[config.mk]
export PLATFORM = sky130hd
export DESIGN_NAME = utf8_cp1252_transcoder_core
export DESIGN_NICKNAME = d
export VERILOG_FILES = /design/src/u8cp_pkg.sv /design/src/u8cp_decode.sv /design/src/u8cp_encode.sv /design/src/utf8_cp1252_transcoder_core.sv
export SDC_FILE = /design/constraint.sdc
export NUM_CORES = 1
export LEC_CHECK = 0
export BUFFER_PORTS_ARGS = -buffer_cell sky130_fd_sc_hd__buf_2
export CAP_MARGIN = 20
export CORE_MARGIN = 2
export CORE_UTILIZATION = 32
export CTS_BUF_LIST = sky130_fd_sc_hd__clkbuf_8 sky130_fd_sc_hd__clkbuf_16
export CTS_CLUSTER_DIAMETER = 60
export DETAILED_ROUTE_END_ITERATION = 10
export GPL_TIMING_DRIVEN = 0
export HOLD_SLACK_MARGIN = 0.1
export PLACE_DENSITY = 0.48
export SYNTH_ARGS = -nofsm -noshare
export SYNTH_HDL_FRONTEND = slang
export SYNTH_SLANG_ARGS = --single-unit
[constraint.sdc]
create_clock -name clk -period 5.1 [get_ports clk]
set_input_delay 0 -clock clk [delete_from_list [all_inputs] [get_ports clk]]
set_output_delay 0 -clock clk [all_outputs]
set_load 0.01 [all_outputs]
[src/u8cp_pkg.sv]
// Shared types, constants and character map functions for the UTF-8 / Windows-1252 transcoder.
// No dependencies; imported by every module of the block.
`default_nettype none

package u8cp_pkg;

	localparam logic [7:0] BYTE_QMARK = 8'h3F;

	// Decode side result.
	typedef struct packed {
		logic [7:0] single_byte_out;
		logic [2:0] consumed_len;
	} dec_res_t;

	// Encode side result.
	typedef struct packed {
		logic [7:0] enc_byte0;
		logic [7:0] enc_byte1;
		logic [7:0] enc_byte2;
		logic [1:0] enc_len;
		logic       status;
	} enc_res_t;

	// Map a code point to a Windows-1252 byte; '?' where there is none.
	function automatic logic [7:0] code_to_cp1252(input logic [20:0] code);
		logic [7:0] res;
		res = BYTE_QMARK;
		if (code <= 21'h00007F || (code >= 21'h0000A0 && code <= 21'h0000FF)) begin
			res = code[7:0];
		end else begin
			unique case (code)
				21'h0020AC: res = 8'h80;
				21'h00201A: res = 8'h82;
				21'h000192: res = 8'h83;
				21'h00201E: res = 8'h84;
				21'h002026: res = 8'h85;
				21'h002020: res = 8'h86;
				21'h002021: res = 8'h87;
				21'h0002C6: res = 8'h88;
				21'h002030: res = 8'h89;
				21'h000160: res = 8'h8A;
				21'h002039: res = 8'h8B;
				21'h000152: res = 8'h8C;
				21'h00017D: res = 8'h8E;
				21'h002018: res = 8'h91;
				21'h002019: res = 8'h92;
				21'h00201C: res = 8'h93;
				21'h00201D: res = 8'h94;
				21'h002022: res = 8'h95;
				21'h002013: res = 8'h96;
				21'h002014: res = 8'h97;
				21'h0002DC: res = 8'h98;
				21'h002122: res = 8'h99;
				21'h000161: res = 8'h9A;
				21'h00203A: res = 8'h9B;
				21'h000153: res = 8'h9C;
				21'h00017E: res = 8'h9E;
				21'h000178: res = 8'h9F;
				default:    res = BYTE_QMARK;
			endcase
		end
		return res;
	endfunction

	// Map a Windows-1252 byte to its code point; undefined bytes map to themselves.
	function automatic logic [15:0] cp1252_to_code(input logic [7:0] b);
		logic [15:0] res;
		unique case (b)
			8'h80:   res = 16'h20AC;
			8'h82:   res = 16'h201A;
			8'h83:   res = 16'h0192;
			8'h84:   res = 16'h201E;
			8'h85:   res = 16'h2026;
			8'h86:   res = 16'h2020;
			8'h87:   res = 16'h2021;
			8'h88:   res = 16'h02C6;
			8'h89:   res = 16'h2030;
			8'h8A:   res = 16'h0160;
			8'h8B:   res = 16'h2039;
			8'h8C:   res = 16'h0152;
			8'h8E:   res = 16'h017D;
			8'h91:   res = 16'h2018;
			8'h92:   res = 16'h2019;
			8'h93:   res = 16'h201C;
			8'h94:   res = 16'h201D;
			8'h95:   res = 16'h2022;
			8'h96:   res = 16'h2013;
			8'h97:   res = 16'h2014;
			8'h98:   res = 16'h02DC;
			8'h99:   res = 16'h2122;
			8'h9A:   res = 16'h0161;
			8'h9B:   res = 16'h203A;
			8'h9C:   res = 16'h0153;
			8'h9E:   res = 16'h017E;
			8'h9F:   res = 16'h0178;
			default: res = {8'h00, b};
		endcase
		return res;
	endfunction

endpackage

`default_nettype wire

[src/u8cp_decode.sv]
// UTF-8 sequence decode and code point to Windows-1252 map, combinational.
// Depends on u8cp_pkg.
`default_nettype none

module u8cp_decode import u8cp_pkg::*; (
	input  wire logic [7:0] in_byte0,
	input  wire logic [7:0] in_byte1,
	input  wire logic [7:0] in_byte2,
	input  wire logic [7:0] in_byte3,
	input  wire logic [2:0] in_avail,
	output dec_res_t        res
);

	logic [2:0]  avail;
	logic        c1, c2, c3;
	logic        ok;
	logic [2:0]  used;
	logic [20:0] code;

	// Saturate: anything above four means four.
	assign avail = in_avail[2] ? 3'd4 : in_avail;
	assign c1 = (in_byte1[7:6] == 2'b10);
	assign c2 = (in_byte2[7:6] == 2'b10);
	assign c3 = (in_byte3[7:6] == 2'b10);

	always_comb begin
		ok   = 1'b0;
		used = 3'd1;
		code = '0;
		priority if (avail == 3'd0) begin
			used = 3'd0;
		end else if (!in_byte0[7]) begin
			ok   = 1'b1;
			code = {13'b0, in_byte0};
		end else if (in_byte0[7:5] == 3'b110 && avail >= 3'd2 && c1) begin
			ok   = 1'b1;
			used = 3'd2;
			code = {10'b0, in_byte0[4:0], in_byte1[5:0]};
		end else if (in_byte0[7:4] == 4'b1110 && avail >= 3'd3 && c1 && c2) begin
			ok   = 1'b1;
			used = 3'd3;
			code = {5'b0, in_byte0[3:0], in_byte1[5:0], in_byte2[5:0]};
		end else if (in_byte0[7:3] == 5'b11110 && avail == 3'd4 && c1 && c2 && c3) begin
			ok   = 1'b1;
			used = 3'd4;
			code = {in_byte0[2:0], in_byte1[5:0], in_byte2[5:0], in_byte3[5:0]};
		end else begin
			used = 3'd1;
		end
	end

	assign res.single_byte_out = ok ? code_to_cp1252(code) : BYTE_QMARK;
	assign res.consumed_len    = used;

endmodule

`default_nettype wire

[src/u8cp_encode.sv]
// Windows-1252 byte to code point map and UTF-8 encode with room check, combinational.
// Depends on u8cp_pkg.
`default_nettype none

module u8cp_encode import u8cp_pkg::*; (
	input  wire logic [7:0] single_byte_in,
	input  wire logic [1:0] out_room,
	output enc_res_t        res
);

	logic [15:0] code;
	logic [1:0]  len;
	logic [7:0]  e0, e1, e2;
	logic        short_room;

	assign code = cp1252_to_code(single_byte_in);

	always_comb begin
		priority if (code <= 16'h007F) begin
			len = 2'd1;
			e0  = code[7:0];
			e1  = 8'h00;
			e2  = 8'h00;
		end else if (code <= 16'h07FF) begin
			len = 2'd2;
			e0  = {3'b110, code[10:6]};
			e1  = {2'b10, code[5:0]};
			e2  = 8'h00;
		end else begin
			len = 2'd3;
			e0  = {4'b1110, code[15:12]};
			e1  = {2'b10, code[11:6]};
			e2  = {2'b10, code[5:0]};
		end
	end

	// Drop the bytes when the destination cannot hold them.
	assign short_room    = (out_room < len);
	assign res.enc_len   = len;
	assign res.status    = short_room;
	assign res.enc_byte0 = short_room ? 8'h00 : e0;
	assign res.enc_byte1 = short_room ? 8'h00 : e1;
	assign res.enc_byte2 = short_room ? 8'h00 : e2;

endmodule

`default_nettype wire

[src/utf8_cp1252_transcoder_core.sv]
// UTF-8 / Windows-1252 single character transcoder, streaming top level.
// An accepted word is registered in data_s1; its decode/encode result in result_s2.
// Throughput: one word per cycle while m_tready allows; each register holds one word.
// Reset (arst_n low) clears both stage valid flags; payload registers are not reset.
// Depends on u8cp_pkg, u8cp_decode and u8cp_encode.
`default_nettype none

module utf8_cp1252_transcoder_core import u8cp_pkg::*; (
	input  wire logic        clk,
	input  wire logic        arst_n,
	input  wire logic        s_tvalid,
	output logic             s_tready,
	// in_byte0[7:0], in_byte1[15:8], in_byte2[23:16], in_byte3[31:24],
	// in_avail[34:32], single_byte_in[42:35], out_room[44:43], zero pad [47:45]
	input  wire logic [47:0] s_tdata,
	// opcode[0]
	input  wire logic        s_tuser,
	output logic             m_tvalid,
	input  wire logic        m_tready,
	// single_byte_out[7:0], consumed_len[10:8], enc_byte0[18:11], enc_byte1[26:19],
	// enc_byte2[34:27], enc_len[36:35], status[37], zero pad [39:38]
	output logic [39:0]      m_tdata
);

	logic        valid_s1;
	logic        opcode_s1;
	logic [44:0] data_s1;
	logic        valid_s2;
	logic [37:0] result_s2;
	logic        adv_s1, adv_s2;
	dec_res_t    dec_res;
	enc_res_t    enc_res;
	dec_res_t    dec_sel;
	enc_res_t    enc_sel;

	assign adv_s2   = !valid_s2 || m_tready;
	assign adv_s1   = !valid_s1 || adv_s2;
	assign s_tready = adv_s1;

	always_ff @(posedge clk or negedge arst_n) begin
		if (!arst_n) begin
			valid_s1 <= 1'b0;
		end else if (adv_s1) begin
			valid_s1 <= s_tvalid;
		end
	end

	always_ff @(posedge clk) begin
		if (adv_s1 && s_tvalid) begin
			opcode_s1 <= s_tuser;
			data_s1   <= s_tdata[44:0];
		end
	end

	u8cp_decode u_dec (
		.in_byte0 (data_s1[7:0]),
		.in_byte1 (data_s1[15:8]),
		.in_byte2 (data_s1[23:16]),
		.in_byte3 (data_s1[31:24]),
		.in_avail (data_s1[34:32]),
		.res      (dec_res)
	);

	u8cp_encode u_enc (
		.single_byte_in (data_s1[42:35]),
		.out_room       (data_s1[44:43]),
		.res            (enc_res)
	);

	// Zero the half that the opcode does not use.
	assign dec_sel = opcode_s1 ? '0 : dec_res;
	assign enc_sel = opcode_s1 ? enc_res : '0;

	always_ff @(posedge clk or negedge arst_n) begin
		if (!arst_n) begin
			valid_s2 <= 1'b0;
		end else if (adv_s2) begin
			valid_s2 <= valid_s1;
		end
	end

	always_ff @(posedge clk) begin
		if (adv_s2 && valid_s1) begin
			result_s2 <= {enc_sel.status, enc_sel.enc_len, enc_sel.enc_byte2,
				enc_sel.enc_byte1, enc_sel.enc_byte0, dec_sel.consumed_len,
				dec_sel.single_byte_out};
		end
	end

	assign m_tvalid = valid_s2;
	assign m_tdata  = {2'b00, result_s2};

endmodule

`default_nettype wire
# Word level (Yosys, flattened, before mapping)
# Index checks and enable logic that the tools add are counted.
[op_classes]
magnitude_cmp = 8
eq_ne = 61
n_mux = 25
bitwise_logic = 3
n_reduce_logical = 25
[ops]
columns = ["cell", "count"]
rows = [
  ["14-bit case mux with 27 select lines", 1],
  ["21-bit by 14-bit == test with 1-bit output, second input constant", 17],
  ["8-bit == test, second input constant", 27],
  ["8-bit case mux with 27 select lines", 1],
  ["21-bit by 9-bit == test with 1-bit output, second input constant", 8],
  ["21-bit two-way mux", 5],
  ["21-bit by 10-bit == test with 1-bit output, second input constant", 2],
  ["8-bit two-way mux", 3],
  ["21-bit by 8-bit greater-or-equal comparator with 1-bit output, second input constant", 1],
  ["21-bit by 7-bit <= comparator with 1-bit output, second input constant", 1],
  ["21-bit by 8-bit <= comparator with 1-bit output, second input constant", 1],
  ["6-bit two-way mux", 3],
  ["14-bit by 11-bit <= comparator with 1-bit output, second input constant", 1],
  ["14-bit by 7-bit <= comparator with 1-bit output, second input constant", 1],
  ["1-bit logical AND", 12],
  ["1-bit two-way mux", 7],
  ["2-bit == test, second input constant", 3],
  ["3-bit == test, second input constant", 2],
  ["3-bit by 2-bit greater-or-equal comparator with 1-bit output, second input constant", 2],
  ["2-bit two-way mux", 3],
  ["3-bit two-way mux", 2],
  ["2-bit OR reduction", 3],
  ["3-bit OR reduction", 2],
  ["5-bit == test, second input constant", 1],
  ["other kinds (8)", 13],
]
[word_totals]
regBits = 86
output_inout_bits = 42
elab_cells = 135

# Logic depth before layout (Yosys ltp)
# Gate-level depths: netlist (run 1).
[logic_depth]
depth_word = 16
depth_mapped = 12

# Modules after synthesis
# From an unflattened synthesis (run 1), not the netlist that was laid out.
[unflattened]
hier_cells = 555
area_unflattened_um2 = 5580.4
[modules_own_cells]
columns = ["module", "n_inst", "cells_each", "area_per_inst_um2"]
rows = [
  ["utf8_cp1252_transcoder_core", 1, 137, 2914.0],
  ["u8cp_decode", 1, 243, 1569.0],
  ["u8cp_encode", 1, 175, 1097.3],
]

# Worst setup path before layout (run 1)
# No wires, ideal clock.
[synth_path]
kind = "reg-to-reg"
start = "register data_s1[34]"
end = "register result_s2[0] (data pin)"
setup_time_ns = 0.283
arrival_ns = 2.749
required_ns = 4.817
slack_ns = 2.068
stages_incl_launch_ff = 12
synth_period_minus_slack_ns = 3.032
cell_sequence = "edfxtp_1 buf_6 or3_1 buf_2 and3_4 a221oi_4 nand3_2 or4_4 o32ai_1 nor4_1 o2111ai_2 a221oi_1"
[synth_via]
elab_chain_cells = 16
[synth_lines]
columns = ["item", "line_no", "text"]
rows = [
  ["start: declaration", "utf8_cp1252_transcoder_core.sv:27", "logic [44:0] data_s1;"],
  ["start signal: assignment", "utf8_cp1252_transcoder_core.sv:51", "data_s1 <= s_tdata[44:0];"],
  ["3-bit two-way mux *", "u8cp_decode.sv:21", "assign avail = in_avail[2] ? 3'd4 : in_avail;"],
  ["3-bit == test", "u8cp_decode.sv:43", "end else if (in_byte0[7:3] == 5'b11110 && avail == 3'd4 && c1 && c2 && c3) begin"],
  ["1-bit logical AND (4 in series)", "u8cp_decode.sv:43", ""],
  ["21-bit two-way mux", "u8cp_decode.sv:43", ""],
  ["21-bit two-way mux", "u8cp_decode.sv:39", "end else if (in_byte0[7:4] == 4'b1110 && avail >= 3'd3 && c1 && c2) begin"],
  ["21-bit two-way mux", "u8cp_decode.sv:35", "end else if (in_byte0[7:5] == 3'b110 && avail >= 3'd2 && c1) begin"],
  ["21-bit two-way mux", "u8cp_decode.sv:32", "end else if (!in_byte0[7]) begin"],
  ["21-bit two-way mux", "u8cp_decode.sv:30", "priority if (avail == 3'd0) begin"],
  ["21-bit by 8-bit greater-or-equal comparator with 1-bit output / 21-bit by 8-bit <= comparator with 1-bit output (equally long branches)", "u8cp_pkg.sv:28", "if (code <= 21'h00007F || (code >= 21'h0000A0 && code <= 21'h0000FF)) begin"],
  ["1-bit logical AND", "u8cp_pkg.sv:28", ""],
  ["1-bit logical OR", "u8cp_pkg.sv:28", ""],
  ["8-bit two-way mux", "u8cp_pkg.sv:28", ""],
  ["6-bit two-way mux *", "u8cp_decode.sv:52", "assign res.single_byte_out = ok ? code_to_cp1252(code) : BYTE_QMARK;"],
  ["end signal: assignment", "utf8_cp1252_transcoder_core.sv:84", "result_s2 <= {enc_sel.status, enc_sel.enc_len, enc_sel.enc_byte2,"],
  ["end: declaration", "utf8_cp1252_transcoder_core.sv:29", "logic [37:0] result_s2;"],
]
# Every way passes the cells marked *; elsewhere a longest branch is shown, timed or not.
# A chain may end at the register's enable or synchronous reset.

# Worst setup path after layout (run 1)
[layout_path]
start = "register data_s1[34]"
end = "register result_s2[1] (data pin)"
# The elaborated chain is that of the path after synthesis.

==> qor.csv, run 1 <==
stage,metric,value,unit
run_status,outcome,completed,
drt,Post-Route M1 WL,6600,um
critical_path,CP endpoint,result_s2[1]$_SDFFCE_PP0P_,
global_route,antenna violations before repair,0,
logic_synthesis,number of synthesized flops with an enable pin,82,
logic_synthesis,Synth area leader,edfxtp_1,
placement,post-DP HPWL,11200,um
cts,Setup Buffers After CTS,0,
cts,Resize count post-CTS,0,
global_route,GR Overflow Total,0,
cts,TritonCTS Buffers,9,
floorplanning,die area,17000,sq um
final_layout,share of layout cells above drive strength 1,22.7,%
drt,Antenna Violating Nets Remaining,0,
hold_path,Hold Crit Class,input port to register,
global_route,Global Route Usage Sum,18.2,%
floorplanning,row count,46,
sta,total negative slack,0,ns
flow_run,number of max-cap violations,0,
logic_synthesis,Synth area leaders,"edfxtp_1, nor2_1, nand2_1, a21oi_1, a221oi_4",
critical_path,reg2reg end,result_s2[1]$_SDFFCE_PP0P_,
logic_synthesis,Synth cell types,76,
pwr,clock power share,33.1,%
critical_path,CP max stage cell,nor3_1,
critical_path,"Arr. time, crit path",3.83,ns
cts,CTS Root Cell,clkbuf_16,
sta,Worst-Margin Slew,1.00,ns
critical_path,required time of the critical path,5.15,ns
placement,DP Area,5860,sq um
drt,"wirelength, routed",15200,um
drt,WL met2,7150,um
pwr,Pleak,2.47,nW
drt,Starting DRT DRC Count,630,
final_layout,ant diodes,0,
sta,Worst slew margin,32.6,%
cts,CTS tree,done,
critical_path,Reg2Reg Setup Slack,1.32,ns
logic_synthesis,top_reg_cell synth,edfxtp_1,
pwr,PD cells,263,nW/um^2
critical_path,"delay-heaviest family, CP",simple AND/OR/NAND/NOR gates,
global_route,global-route wire length before repair,24200,um
pwr,Pint,1.27,mW
drt,vias,4801,
placement,placed instance count,801,
cts,clk buf depth,2,
pwr,Flop pwr share,48.6,%
sta,fmax,0.265,GHz
sta,crit path time final,3.78,ns
critical_path,start point of the critical path,data_s1[34]$_DFFE_PP_,
sta,Fin. Hold Viols,0,
logic_synthesis,"FF+latch count, synth",84,
critical_path,RR Startpoint,data_s1[34]$_DFFE_PP_,
sta,post-route setup slack,1.32,ns
drt,vias per inst,5.53,
sta,crit share post-route,74.1,%
logic_synthesis,Post-Syn Area,5120,sq um
final_layout,area delta synth->final,29.5,%
critical_path,crit path kind,register to register,
global_route,largest net degree at the start of global routing,37,
floorplanning,Die Y,130,um
logic_synthesis,top-area cell type share of the netlist area,48.1,%
final_layout,post-route cell area,6630,sq um
placement,pre-CTS setup slack,1.40,ns
cts,Max H-tree Level,3,
placement,I/O Buffers,87,
sta,final setup violation count,0,
drt,Detailed Routing Iterations Pass 1,6,
floorplanning,Core Region,15800,sq um
pwr,switch share,27.4,%
cts,clk sink count,84,
pwr,P_sw,0.477,mW
pwr,Comb pwr share,18.3,%
drt,drt drc,0,
sta,clk_skew,0.00676,ns
floorplanning,num ports,95,
floorplanning,Starting Density,32.5,%
critical_path,Worst Reg-to-Reg Cells,10,
pwr,Power Total,1.75,mW
drt,routed wire length on met3,1110,um
global_route,vias in the first global route,4618,
logic_synthesis,asr flop ratio synth,2.38,%
drt,wire per inst,17.5,um
sta,RSZ-0062 raised after global routing,false,
placement,GPL Wtd Cong,0.929,
logic_synthesis,sequential share of the synthesized area,49.1,%
floorplanning,Die Wd,130,um
sta,Max Transition Viols Final,0,
pwr,worst IR drop on VDD,0.193,mV
final_layout,final std cells w/o fill,868,
logic_synthesis,Cells after Synth,494,
cts,"Clk pin slew, worst setup/hold paths",0.06,ns
logic_synthesis,Yosys warning count,0,
critical_path,element type at the critical path end,register,
critical_path,"critical path fanouts, max",9,
critical_path,crit start category,register,
critical_path,Critical Path Stages,10,
logic_synthesis,average size of a mapped cell,10.4,sq um
final_layout,Nets,701,
drt,Max Used Layer,met4,
critical_path,worst-path cell chain,"buf_6, nor3_1, nor2_1, o211ai_1, o21ai_0, or4_4, o32ai_1, nor4_1, o2111ai_2, a221oi_1",
critical_path,Worst Path Buf+Inv,1,
critical_path,Crit path largest cell delay,0.81,ns
cts,clock latency on the worst-skew pair,0.34,ns
-- registers in the layout, summed over array words and instances (netlist names) --
register / cells
result_s2: 36
m_tvalid: 1
valid_s1: 1
data_s1: 45
opcode_s1: 1
-- final cells by class --
type                    count  area (sq um)
clock buffers               9           225
fillers                  1594          9140
flip-flops and latches     84          2510
plain buffers              31           176
inverters                  16          60.1
multi-input cells         366          2380
repair buffers            139           966
clock inverters             7          35.0
well taps                 216           270
-- timing repair --
| action | in CTS | in global routing |
|---|---|---|
| setup endpoints to repair | 0 | 0 |
| hold endpoints to repair | 50 | 0 |
| hold buffers | 51 | 0 |
-- power by group through the flow --
stage / Clock (mW) / Combinational, mW / Sequential, mW
detailed placement: 0 / 0.285 / 0.864
global route: 0.621 / 0.349 / 0.855
global placement: 0 / 0.282 / 0.865
CTS: 0.593 / 0.316 / 0.849
finish: 0.578 / 0.319 / 0.849
floorplan: 0 / 0.171 / 0.868
-- worst register-to-register path, stage by stage (launching register included) --
cell and delay [ns]:
edfxtp_1 0.39, buf_6 0.15, nor3_1 0.81, nor2_1 0.11, o211ai_1 0.27, o21ai_0 0.32
or4_4 0.61, o32ai_1 0.35, nor4_1 0.11, o2111ai_2 0.18, a221oi_1 0.17
-- metal layers --
metal / global-route usage, % / vias to the layer above
li1: - / 2259
met1: 23.4 / 2253
met2: 31.1 / 254
met3: 4.03 / 35
met4: 5.13 / 0
met5: 0 / -
-- how the worst min path moves through the flow --
stage | startpoint | to | slack, ns | cells past startpoint
final | s_tdata[31] | data_s1[31]$_DFFE_PP_ | 0.36 | 2
after global routing | s_tdata[31] | data_s1[31]$_DFFE_PP_ | 0.36 | 2
after CTS | s_tdata[29] | data_s1[29]$_DFFE_PP_ | 0.35 | 2
after detailed placement | arst_n | m_tvalid$_DFFE_PN0P_ | -0.21 | 1
after global placement | arst_n | m_tvalid$_DFFE_PN0P_ | -0.22 | 1
after floorplan | arst_n | m_tvalid$_DFFE_PN0P_ | -0.30 | 0
-- cells in the mapped netlist, drive strengths merged, types with 3 or more instances --
| master | n |
|---|---|
| o211ai | 6 |
| o2111ai | 5 |
| nand2 | 46 |
| and3 | 11 |
| edfxtp | 82 |
| nor2b | 3 |
| o22a | 3 |
| a221o | 7 |
| a221oi | 10 |
| nor2 | 54 |
| nand2b | 8 |
| clkbuf | 15 |
| or4 | 7 |
| a21o | 6 |
| a32oi | 5 |
| a2111oi | 4 |
| buf | 16 |
| or3 | 4 |
| o22ai | 9 |
| and4 | 3 |
| or2 | 4 |
| o32ai | 8 |
| a22oi | 4 |
| nand3 | 16 |
| a21oi | 29 |
| nand4 | 9 |
| nor3 | 23 |
| o221ai | 3 |
| a311oi | 4 |
| a211oi | 5 |
| nor4 | 6 |
| inv | 16 |
| and2 | 4 |
| o21ai | 26 |
-- cell families after synthesis --
logic type	after synthesis	synth area share, %
XOR/XNOR	2	0.342
buffers and inverters	47	4.62
AND/OR/NAND/NOR	210	22.6
flip-flops	84	49.1
other	1	0.0732
AO/OA/AOI/OAI	149	23.0
adder cells (fa/ha/maj)	1	0.244
-- stage by stage --
stage / utilization, % / hold WS [ns]
6_report: 42.0 / 0.359
5_1_grt: 42.0 / 0.356
4_1_cts: 42.0 / 0.346
3_5_place_dp: 37.2 / -0.210
3_3_place_gp: 37.0 / -0.215
2_1_floorplan: - / -0.296
-- layout by cell type, fill, tap and decap left out, types with 6 or more instances in the layout --
cell type and count:
nand2_1 45, clkbuf_16 9, nor3_1 22, nand3_1 15
inv_1 17, o32ai_1 8, o211ai_1 6, edfxtp_1 82
nand4_1 9, nand2b_1 8, o22ai_1 9, o21ai_0 26
and3_1 6, buf_2 90, nor2_1 52, a21o_1 6
clkbuf_1 15, dlygate4sd3_1 51, a221o_1 6, a21oi_1 28
Note: power is estimated with default switching activity, not from simulation.
==> run 2: changes to the inputs <==
--- a/config.mk
+++ b/config.mk
@@ -14,7 +14,7 @@
 export DETAILED_ROUTE_END_ITERATION = 10
 export GPL_TIMING_DRIVEN = 0
 export HOLD_SLACK_MARGIN = 0.1
-export PLACE_DENSITY = 0.48
+export PLACE_DENSITY = 0.5
 export SYNTH_ARGS = -nofsm -noshare
 export SYNTH_HDL_FRONTEND = slang
 export SYNTH_SLANG_ARGS = --single-unit
==> constraint.sdc (replaced) <==
create_clock -name clk -period 3 [get_ports clk]
set_input_delay 0 -clock clk [delete_from_list [all_inputs] [get_ports clk]]
set_output_delay 0 -clock clk [all_outputs]
set_load 0.01 [all_outputs]
==> run 2 against run 1 <==
  * The run now ends with setup timing left
  * Clock skew rose by 0.0028 ns
  * Clock power grew 90%
  * Critical endpoint is now result_s2[3]$_SDFFCE_PP0P_
  * Critical path type unchanged
  * Wire length up 9.4%
  * Final cell count is 6.5% higher
  * Highest routed layer unchanged
  * First-iteration DRC count decreased by 5.2%
  * Sequential share of layout area down 4.9 points
==> qor.csv, run 2 (synthesized netlist as in run 1, its figures left out) <==
stage,metric,value,unit
pwr,PD cells,425,nW/um^2
drt,drt drc,0,
placement,GPL Wtd Cong,0.947,
final_layout,Top Registers,"data_s1 (45), result_s2 (36)",
global_route,GR Overflow Total,0,
critical_path,required time of the critical path,3.18,ns
sta,Worst slew margin,43.9,%
critical_path,RR Startpoint,data_s1[0]$_DFFE_PP_,
sta,crit share post-route,109,%
cts,clk buf depth,2,
floorplanning,die area,17000,sq um
pwr,worst IR drop on VDD,0.338,mV
flow_run,number of max-cap violations,0,
critical_path,CP max stage cell,or4b_1,
critical_path,reg2reg end,result_s2[3]$_SDFFCE_PP0P_,
final_layout,# fillers,1496,
critical_path,"critical path fanouts, max",6,
final_layout,max reg flops,45,
critical_path,Worst Reg-to-Reg Cells,9,
final_layout,Nets,757,
drt,Starting DRT DRC Count,597,
final_layout,ant diodes,0,
critical_path,crit start category,register,
sta,Fin. Hold Viols,0,
drt,Antenna Violating Nets Remaining,0,
floorplanning,Die Wd,130,um
drt,Detailed Routing Iterations Pass 1,5,
pwr,Power Total,3.23,mW
floorplanning,row count,46,
final_layout,"most common cell after layout, fill and taps aside",buf_2,
final_layout,area delta synth->final,48.6,%
drt,"wirelength, routed",16600,um
hold_path,Hold Crit Class,input port to register,
drt,vias,5159,
floorplanning,num ports,95,
critical_path,crit path kind,register to register,
sta,crit path time final,3.26,ns
critical_path,worst-path cell chain,"or4_1, nor3_1, o22a_1, nand3_2, or4b_1, o22ai_4, a311oi_1, and4_1, a221oi_2",
final_layout,post-route cell area,7610,sq um
sta,fmax,0.307,GHz
critical_path,"Arr. time, crit path",3.43,ns
placement,post-DP HPWL,11100,um
sta,RSZ-0062 raised after global routing,true,
cts,clock latency on the worst-skew pair,0.35,ns
sta,Max Transition Viols Final,0,
hold_path,Worst Hold Launch,s_tdata[6],
sta,Worst-Margin Slew,0.842,ns
cts,TritonCTS Buffers,9,
global_route,antenna violations before repair,0,
cts,clk sink count,84,
run_status,outcome,finished with violations,
cts,"Clk pin slew, worst setup/hold paths",0.06,ns
run_status,failing checks,setup timing,
cts,CTS Root Cell,clkbuf_16,
final_layout,most frequent cells in the layout,"buf_2, edfxtp_1, buf_4, dlygate4sd3_1, nor2_1",
placement,DP Area,5860,sq um
final_layout,Largest Register,data_s1,
final_layout,share of layout cells above drive strength 1,37.7,%
hold_path,Worst Hold End,data_s1[6]$_DFFE_PP_,
critical_path,element type at the critical path end,register,
pwr,Pleak,2.86,nW
drt,wire per inst,18.0,um
sta,total negative slack,-1.33,ns
global_route,Global Route Usage Sum,19.9,%
cts,CTS tree,done,
drt,vias per inst,5.58,
floorplanning,Starting Density,32.5,%
global_route,global-route wire length before repair,26400,um
cts,Max H-tree Level,3,
sta,post-route setup slack,-0.256,ns
critical_path,Reg2Reg Setup Slack,-0.26,ns
placement,I/O Buffers,87,
placement,pre-CTS setup slack,-0.733,ns
floorplanning,Core Region,15800,sq um
floorplanning,Die Y,130,um
sta,final setup violation count,7,
global_route,largest net degree at the start of global routing,37,
sta,clk_skew,0.00958,ns
critical_path,Crit path largest cell delay,0.63,ns
hold_path,hold path cells,2,
global_route,vias in the first global route,5059,
[run 2: cell types whose count changed in the layout (fill, tap and decap cells not counted), moves of 4 or more]
cell,change
buf_6,+9
a221oi_2,+4
clkbuf_1,-4
o32ai_1,-7
a221oi_1,-4
o32ai_4,+5
buf_4,+51
nor3_4,+4
nor2_1,-5
nor3_1,-7
o21ai_0,-7
o21ai_1,+5
[run 2: critical path: cells and delay by family, from the launching register on]
kind            cells  cell delay [ns]
compound gates      4             0.74
flops               1             0.43
simple gates        5             1.91
[run 2: through the flow]
step | util, % | hold WS (ns) | std cells
CTS | 46.5 | 0.345 | 918
detailed placement | 37.2 | -0.206 | 801
finish | 48.2 | 0.358 | 924
global route | 48.2 | 0.362 | 924
floorplan | - | -0.296 | 497
global placement | 37.0 | -0.215 | 800
[run 2: how the worst max path moves through the flow]
stage	from	endpoint	cells past startpoint
global placement	data_s1[34]$_DFFE_PP_	result_s2[1]$_SDFFCE_PP0P_	10
finish	data_s1[0]$_DFFE_PP_	result_s2[3]$_SDFFCE_PP0P_	9
CTS	data_s1[34]$_DFFE_PP_	result_s2[1]$_SDFFCE_PP0P_	12
detailed placement	data_s1[34]$_DFFE_PP_	result_s2[1]$_SDFFCE_PP0P_	10
floorplan	data_s1[34]$_DFFE_PP_	result_s2[0]$_SDFFCE_PP0P_	11
global route	data_s1[34]$_DFFE_PP_	result_s2[7]$_SDFFCE_PP0P_	12
[run 2: cell type report]
cell class / instances / area, sq um / share of cell area [%]
Clock inverter: 7 / 66.3 / 0.872
Buffer: 28 / 171 / 2.25
Timing Repair Buffer: 198 / 1440 / 19.0
Sequential cell: 84 / 2510 / 33.0
Tap cell: 216 / 270 / 3.55
Inverter: 16 / 63.8 / 0.839
Multi-Input combinational cell: 366 / 2850 / 37.5
Clock buffer: 9 / 225 / 2.96
[run 2: layer usage]
metal	share of wire [%]	vias up	track usage, %
li1	-	2368	-
met2	47	298	33.1
met3	7.0	48	3.83
met4	3.0	0	9.01
met5	0	-	0
met1	43	2445	25.1
[run 2: timing repair]
action | CTS | global route
pin swaps | 26 | 22
hold buffers | 51 | 0
resized for setup | 58 | 51
hold endpoints to repair | 50 | 0
setup endpoints to repair | 16 | 18
buffers inserted | 50 | 9
[run 2: power breakdown]
group	internal, mW	switching (mW)	total (mW)
combinational	0.302	0.394	0.695
sequential	1.39	0.0451	1.43
clock	0.640	0.461	1.10
total	2.33	0.900	3.23
==> run 3: changes to the inputs <==
--- a/config.mk
+++ b/config.mk
@@ -6,7 +6,7 @@
 export NUM_CORES = 1
 export LEC_CHECK = 0
 export BUFFER_PORTS_ARGS = -buffer_cell sky130_fd_sc_hd__buf_2
-export CAP_MARGIN = 20
+export CAP_MARGIN = 40
 export CORE_MARGIN = 2
 export CORE_UTILIZATION = 32
 export CTS_BUF_LIST = sky130_fd_sc_hd__clkbuf_8 sky130_fd_sc_hd__clkbuf_16
@@ -14,6 +14,7 @@
 export DETAILED_ROUTE_END_ITERATION = 10
 export GPL_TIMING_DRIVEN = 0
 export HOLD_SLACK_MARGIN = 0.1
+export MAX_ROUTING_LAYER = met4
 export PLACE_DENSITY = 0.5
 export SYNTH_ARGS = -nofsm -noshare
 export SYNTH_HDL_FRONTEND = slang
==> run 3 against run 2 <==
  * The run still ends with setup timing left
  * Via count decreased by 1.5%
  * Wire length about the same
  * Setup slack worse by 0.026 ns
  * Critical path type unchanged
  * Critical endpoint is now result_s2[1]$_SDFFCE_PP0P_
  * Highest routed layer unchanged
==> qor.csv, run 3 (synthesized netlist as in run 1, its figures left out) <==
stage,metric,value,unit
run_status,outcome,finished with violations,
run_status,failing checks,setup timing,
global_route,Global Route Usage Sum,20.3,%
critical_path,element type at the critical path end,register,
drt,drt drc,0,
drt,vias per inst,5.49,
floorplanning,Die Y,130,um
placement,GPL Wtd Cong,0.959,
pwr,worst IR drop on VDD,0.271,mV
critical_path,required time of the critical path,3.06,ns
critical_path,crit path kind,register to register,
critical_path,worst-path cell chain,"buf_6, or3_4, and3_4, a221o_1, buf_4, nor2_1, a21oi_2, o21ai_0, nor3b_2, o2111ai_4, a221oi_2",
sta,crit share post-route,109,%
sta,Fin. Hold Viols,0,
global_route,antenna violations before repair,0,
drt,wire per inst,17.9,um
final_layout,max reg flops,45,
critical_path,"Arr. time, crit path",3.34,ns
cts,clk buf depth,2,
critical_path,CP max stage cell,or3_4,
critical_path,Reg2Reg Setup Slack,-0.28,ns
final_layout,"most common cell after layout, fill and taps aside",buf_2,
hold_path,Hold Crit Class,input port to register,
global_route,vias in the first global route,4940,
cts,Max H-tree Level,3,
floorplanning,Starting Density,32.5,%
final_layout,Util after Layout,48.1,%
final_layout,Nets,760,
hold_path,hold path cells,2,
hold_path,Worst Hold End,data_s1[38]$_DFFE_PP_,
global_route,global-route wire length before repair,26000,um
sta,fmax,0.305,GHz
critical_path,crit start category,register,
pwr,PD cells,410,nW/um^2
cts,clk sink count,84,
drt,Starting DRT DRC Count,542,
final_layout,post-route cell area,7580,sq um
floorplanning,Core Region,15800,sq um
final_layout,Top Registers,"data_s1 (45), result_s2 (36)",
placement,DP Area,5880,sq um
flow_run,number of max-cap violations,0,
cts,"Clk pin slew, worst setup/hold paths",0.06,ns
sta,RSZ-0062 raised after global routing,true,
drt,Antenna Violating Nets Remaining,0,
final_layout,Largest Register,data_s1,
global_route,GR Overflow Total,0,
floorplanning,num ports,95,
sta,final setup violation count,7,
cts,clock latency on the worst-skew pair,0.35,ns
floorplanning,row count,46,
floorplanning,Die Wd,130,um
placement,post-DP HPWL,11200,um
sta,Worst slew margin,54.4,%
global_route,largest net degree at the start of global routing,37,
final_layout,final std cells w/o fill,926,
hold_path,Worst Hold Launch,s_tdata[38],
drt,vias,5081,
critical_path,Crit path largest cell delay,0.43,ns
critical_path,reg2reg end,result_s2[1]$_SDFFCE_PP0P_,
floorplanning,die area,17000,sq um
critical_path,"delay-heaviest family, CP",compound AO/OA/AOI/OAI gates,
final_layout,share of layout cells above drive strength 1,37.5,%
critical_path,"critical path fanouts, max",7,
final_layout,most frequent cells in the layout,"buf_2, edfxtp_1, buf_4, dlygate4sd3_1, nor2_1",
final_layout,ant diodes,0,
final_layout,# fillers,1499,
sta,Max Transition Viols Final,0,
pwr,Pleak,2.90,nW
critical_path,Worst Path Buf+Inv,2,
placement,placed instance count,803,
sta,clk_skew,0.00938,ns
cts,CTS tree,done,
pwr,Power Total,3.11,mW
drt,"wirelength, routed",16600,um
final_layout,area delta synth->final,48.1,%
drt,Detailed Routing Iterations Pass 1,5,
cts,CTS Root Cell,clkbuf_16,
sta,Worst-Margin Slew,0.681,ns
critical_path,RR Startpoint,data_s1[34]$_DFFE_PP_,
sta,crit path time final,3.28,ns
sta,post-route setup slack,-0.282,ns
placement,I/O Buffers,87,
critical_path,Worst Reg-to-Reg Cells,11,
cts,TritonCTS Buffers,9,
placement,pre-CTS setup slack,-0.698,ns
run 3: changes by cell type in the layout (fill, tap and decap cells not counted), moves of 2 or more:
cell,before,now
o21ai_1,5,3
o21ai_2,2,4
a2111oi_2,2,0
inv_1,15,19
buf_12,1,3
clkinv_1,2,0
nor3_1,15,17
nor3_2,4,2
run 3: final cells by class:
type                       instances  area, sq um  share of cell area, %
inverter                          16         63.8                  0.841
clock inverter                     6         27.5                  0.363
tap                              216          270                   3.56
sequential                        84         2510                   33.1
multi-input combinational        366         2830                   37.3
clock buffer                       9          225                   2.97
timing repair buffer             201         1490                   19.6
buffer                            28          169                   2.23
run 3: power by group:
| part | internal, mW | leakage (nW) | switching, mW | total [mW] |
|---|---|---|---|---|
| registers | 1.39 | 0.823 | 0.0490 | 1.44 |
| logic | 0.305 | 1.94 | 0.384 | 0.689 |
| clock network | 0.542 | 0.136 | 0.439 | 0.981 |
| total | 2.24 | 2.90 | 0.872 | 3.11 |
run 3: worst reg2reg max path, stage by stage (launching register included):
cell	delay [ns]
edfxtp_1	0.41
buf_6	0.16
or3_4	0.44
and3_4	0.21
a221o_1	0.33
buf_4	0.17
nor2_1	0.34
a21oi_2	0.14
o21ai_0	0.25
nor3b_2	0.12
o2111ai_4	0.33
a221oi_2	0.11
run 3: timing repair:
action | 4_1_cts | 5_1_grt
gates cloned | 1 | 0
hold buffers | 51 | 0
gates resized for setup | 57 | 51
endpoints found under the setup margin | 19 | 16
pin swaps | 29 | 19
buffers inserted | 42 | 18
endpoints found under the hold margin | 50 | 0
run 3: worst max-delay path by stage:
stage | endpoint | cells past startpoint | slack, ns | start
6_report | result_s2[1]$_SDFFCE_PP0P_ | 11 | -0.28 | data_s1[34]$_DFFE_PP_
5_1_grt | result_s2[2]$_SDFFCE_PP0P_ | 13 | -0.39 | data_s1[34]$_DFFE_PP_
4_1_cts | result_s2[1]$_SDFFCE_PP0P_ | 12 | -0.25 | data_s1[34]$_DFFE_PP_
3_5_place_dp | result_s2[1]$_SDFFCE_PP0P_ | 9 | -0.70 | data_s1[7]$_DFFE_PP_
3_3_place_gp | result_s2[1]$_SDFFCE_PP0P_ | 10 | -0.67 | data_s1[34]$_DFFE_PP_
2_1_floorplan | result_s2[0]$_SDFFCE_PP0P_ | 11 | -0.009 | data_s1[34]$_DFFE_PP_
run 3: per-layer routing:
metal	global-route usage, %	part of all wire [%]	up-vias
li1	-	-	2381
met1	25.1	42	2389
met2	33.1	48	258
met3	3.26	6.5	53
met4	8.51	3.2	0
met5	-	0	-
run 3: metrics by stage:
step | hold slack [ns] | TNS, ns
after floorplan | -0.296 | -0.0217
after global routing | 0.353 | -2.36
after detailed placement | -0.208 | -4.43
after CTS | 0.346 | -1.41
final | 0.357 | -1.67
after global placement | -0.215 | -4.29
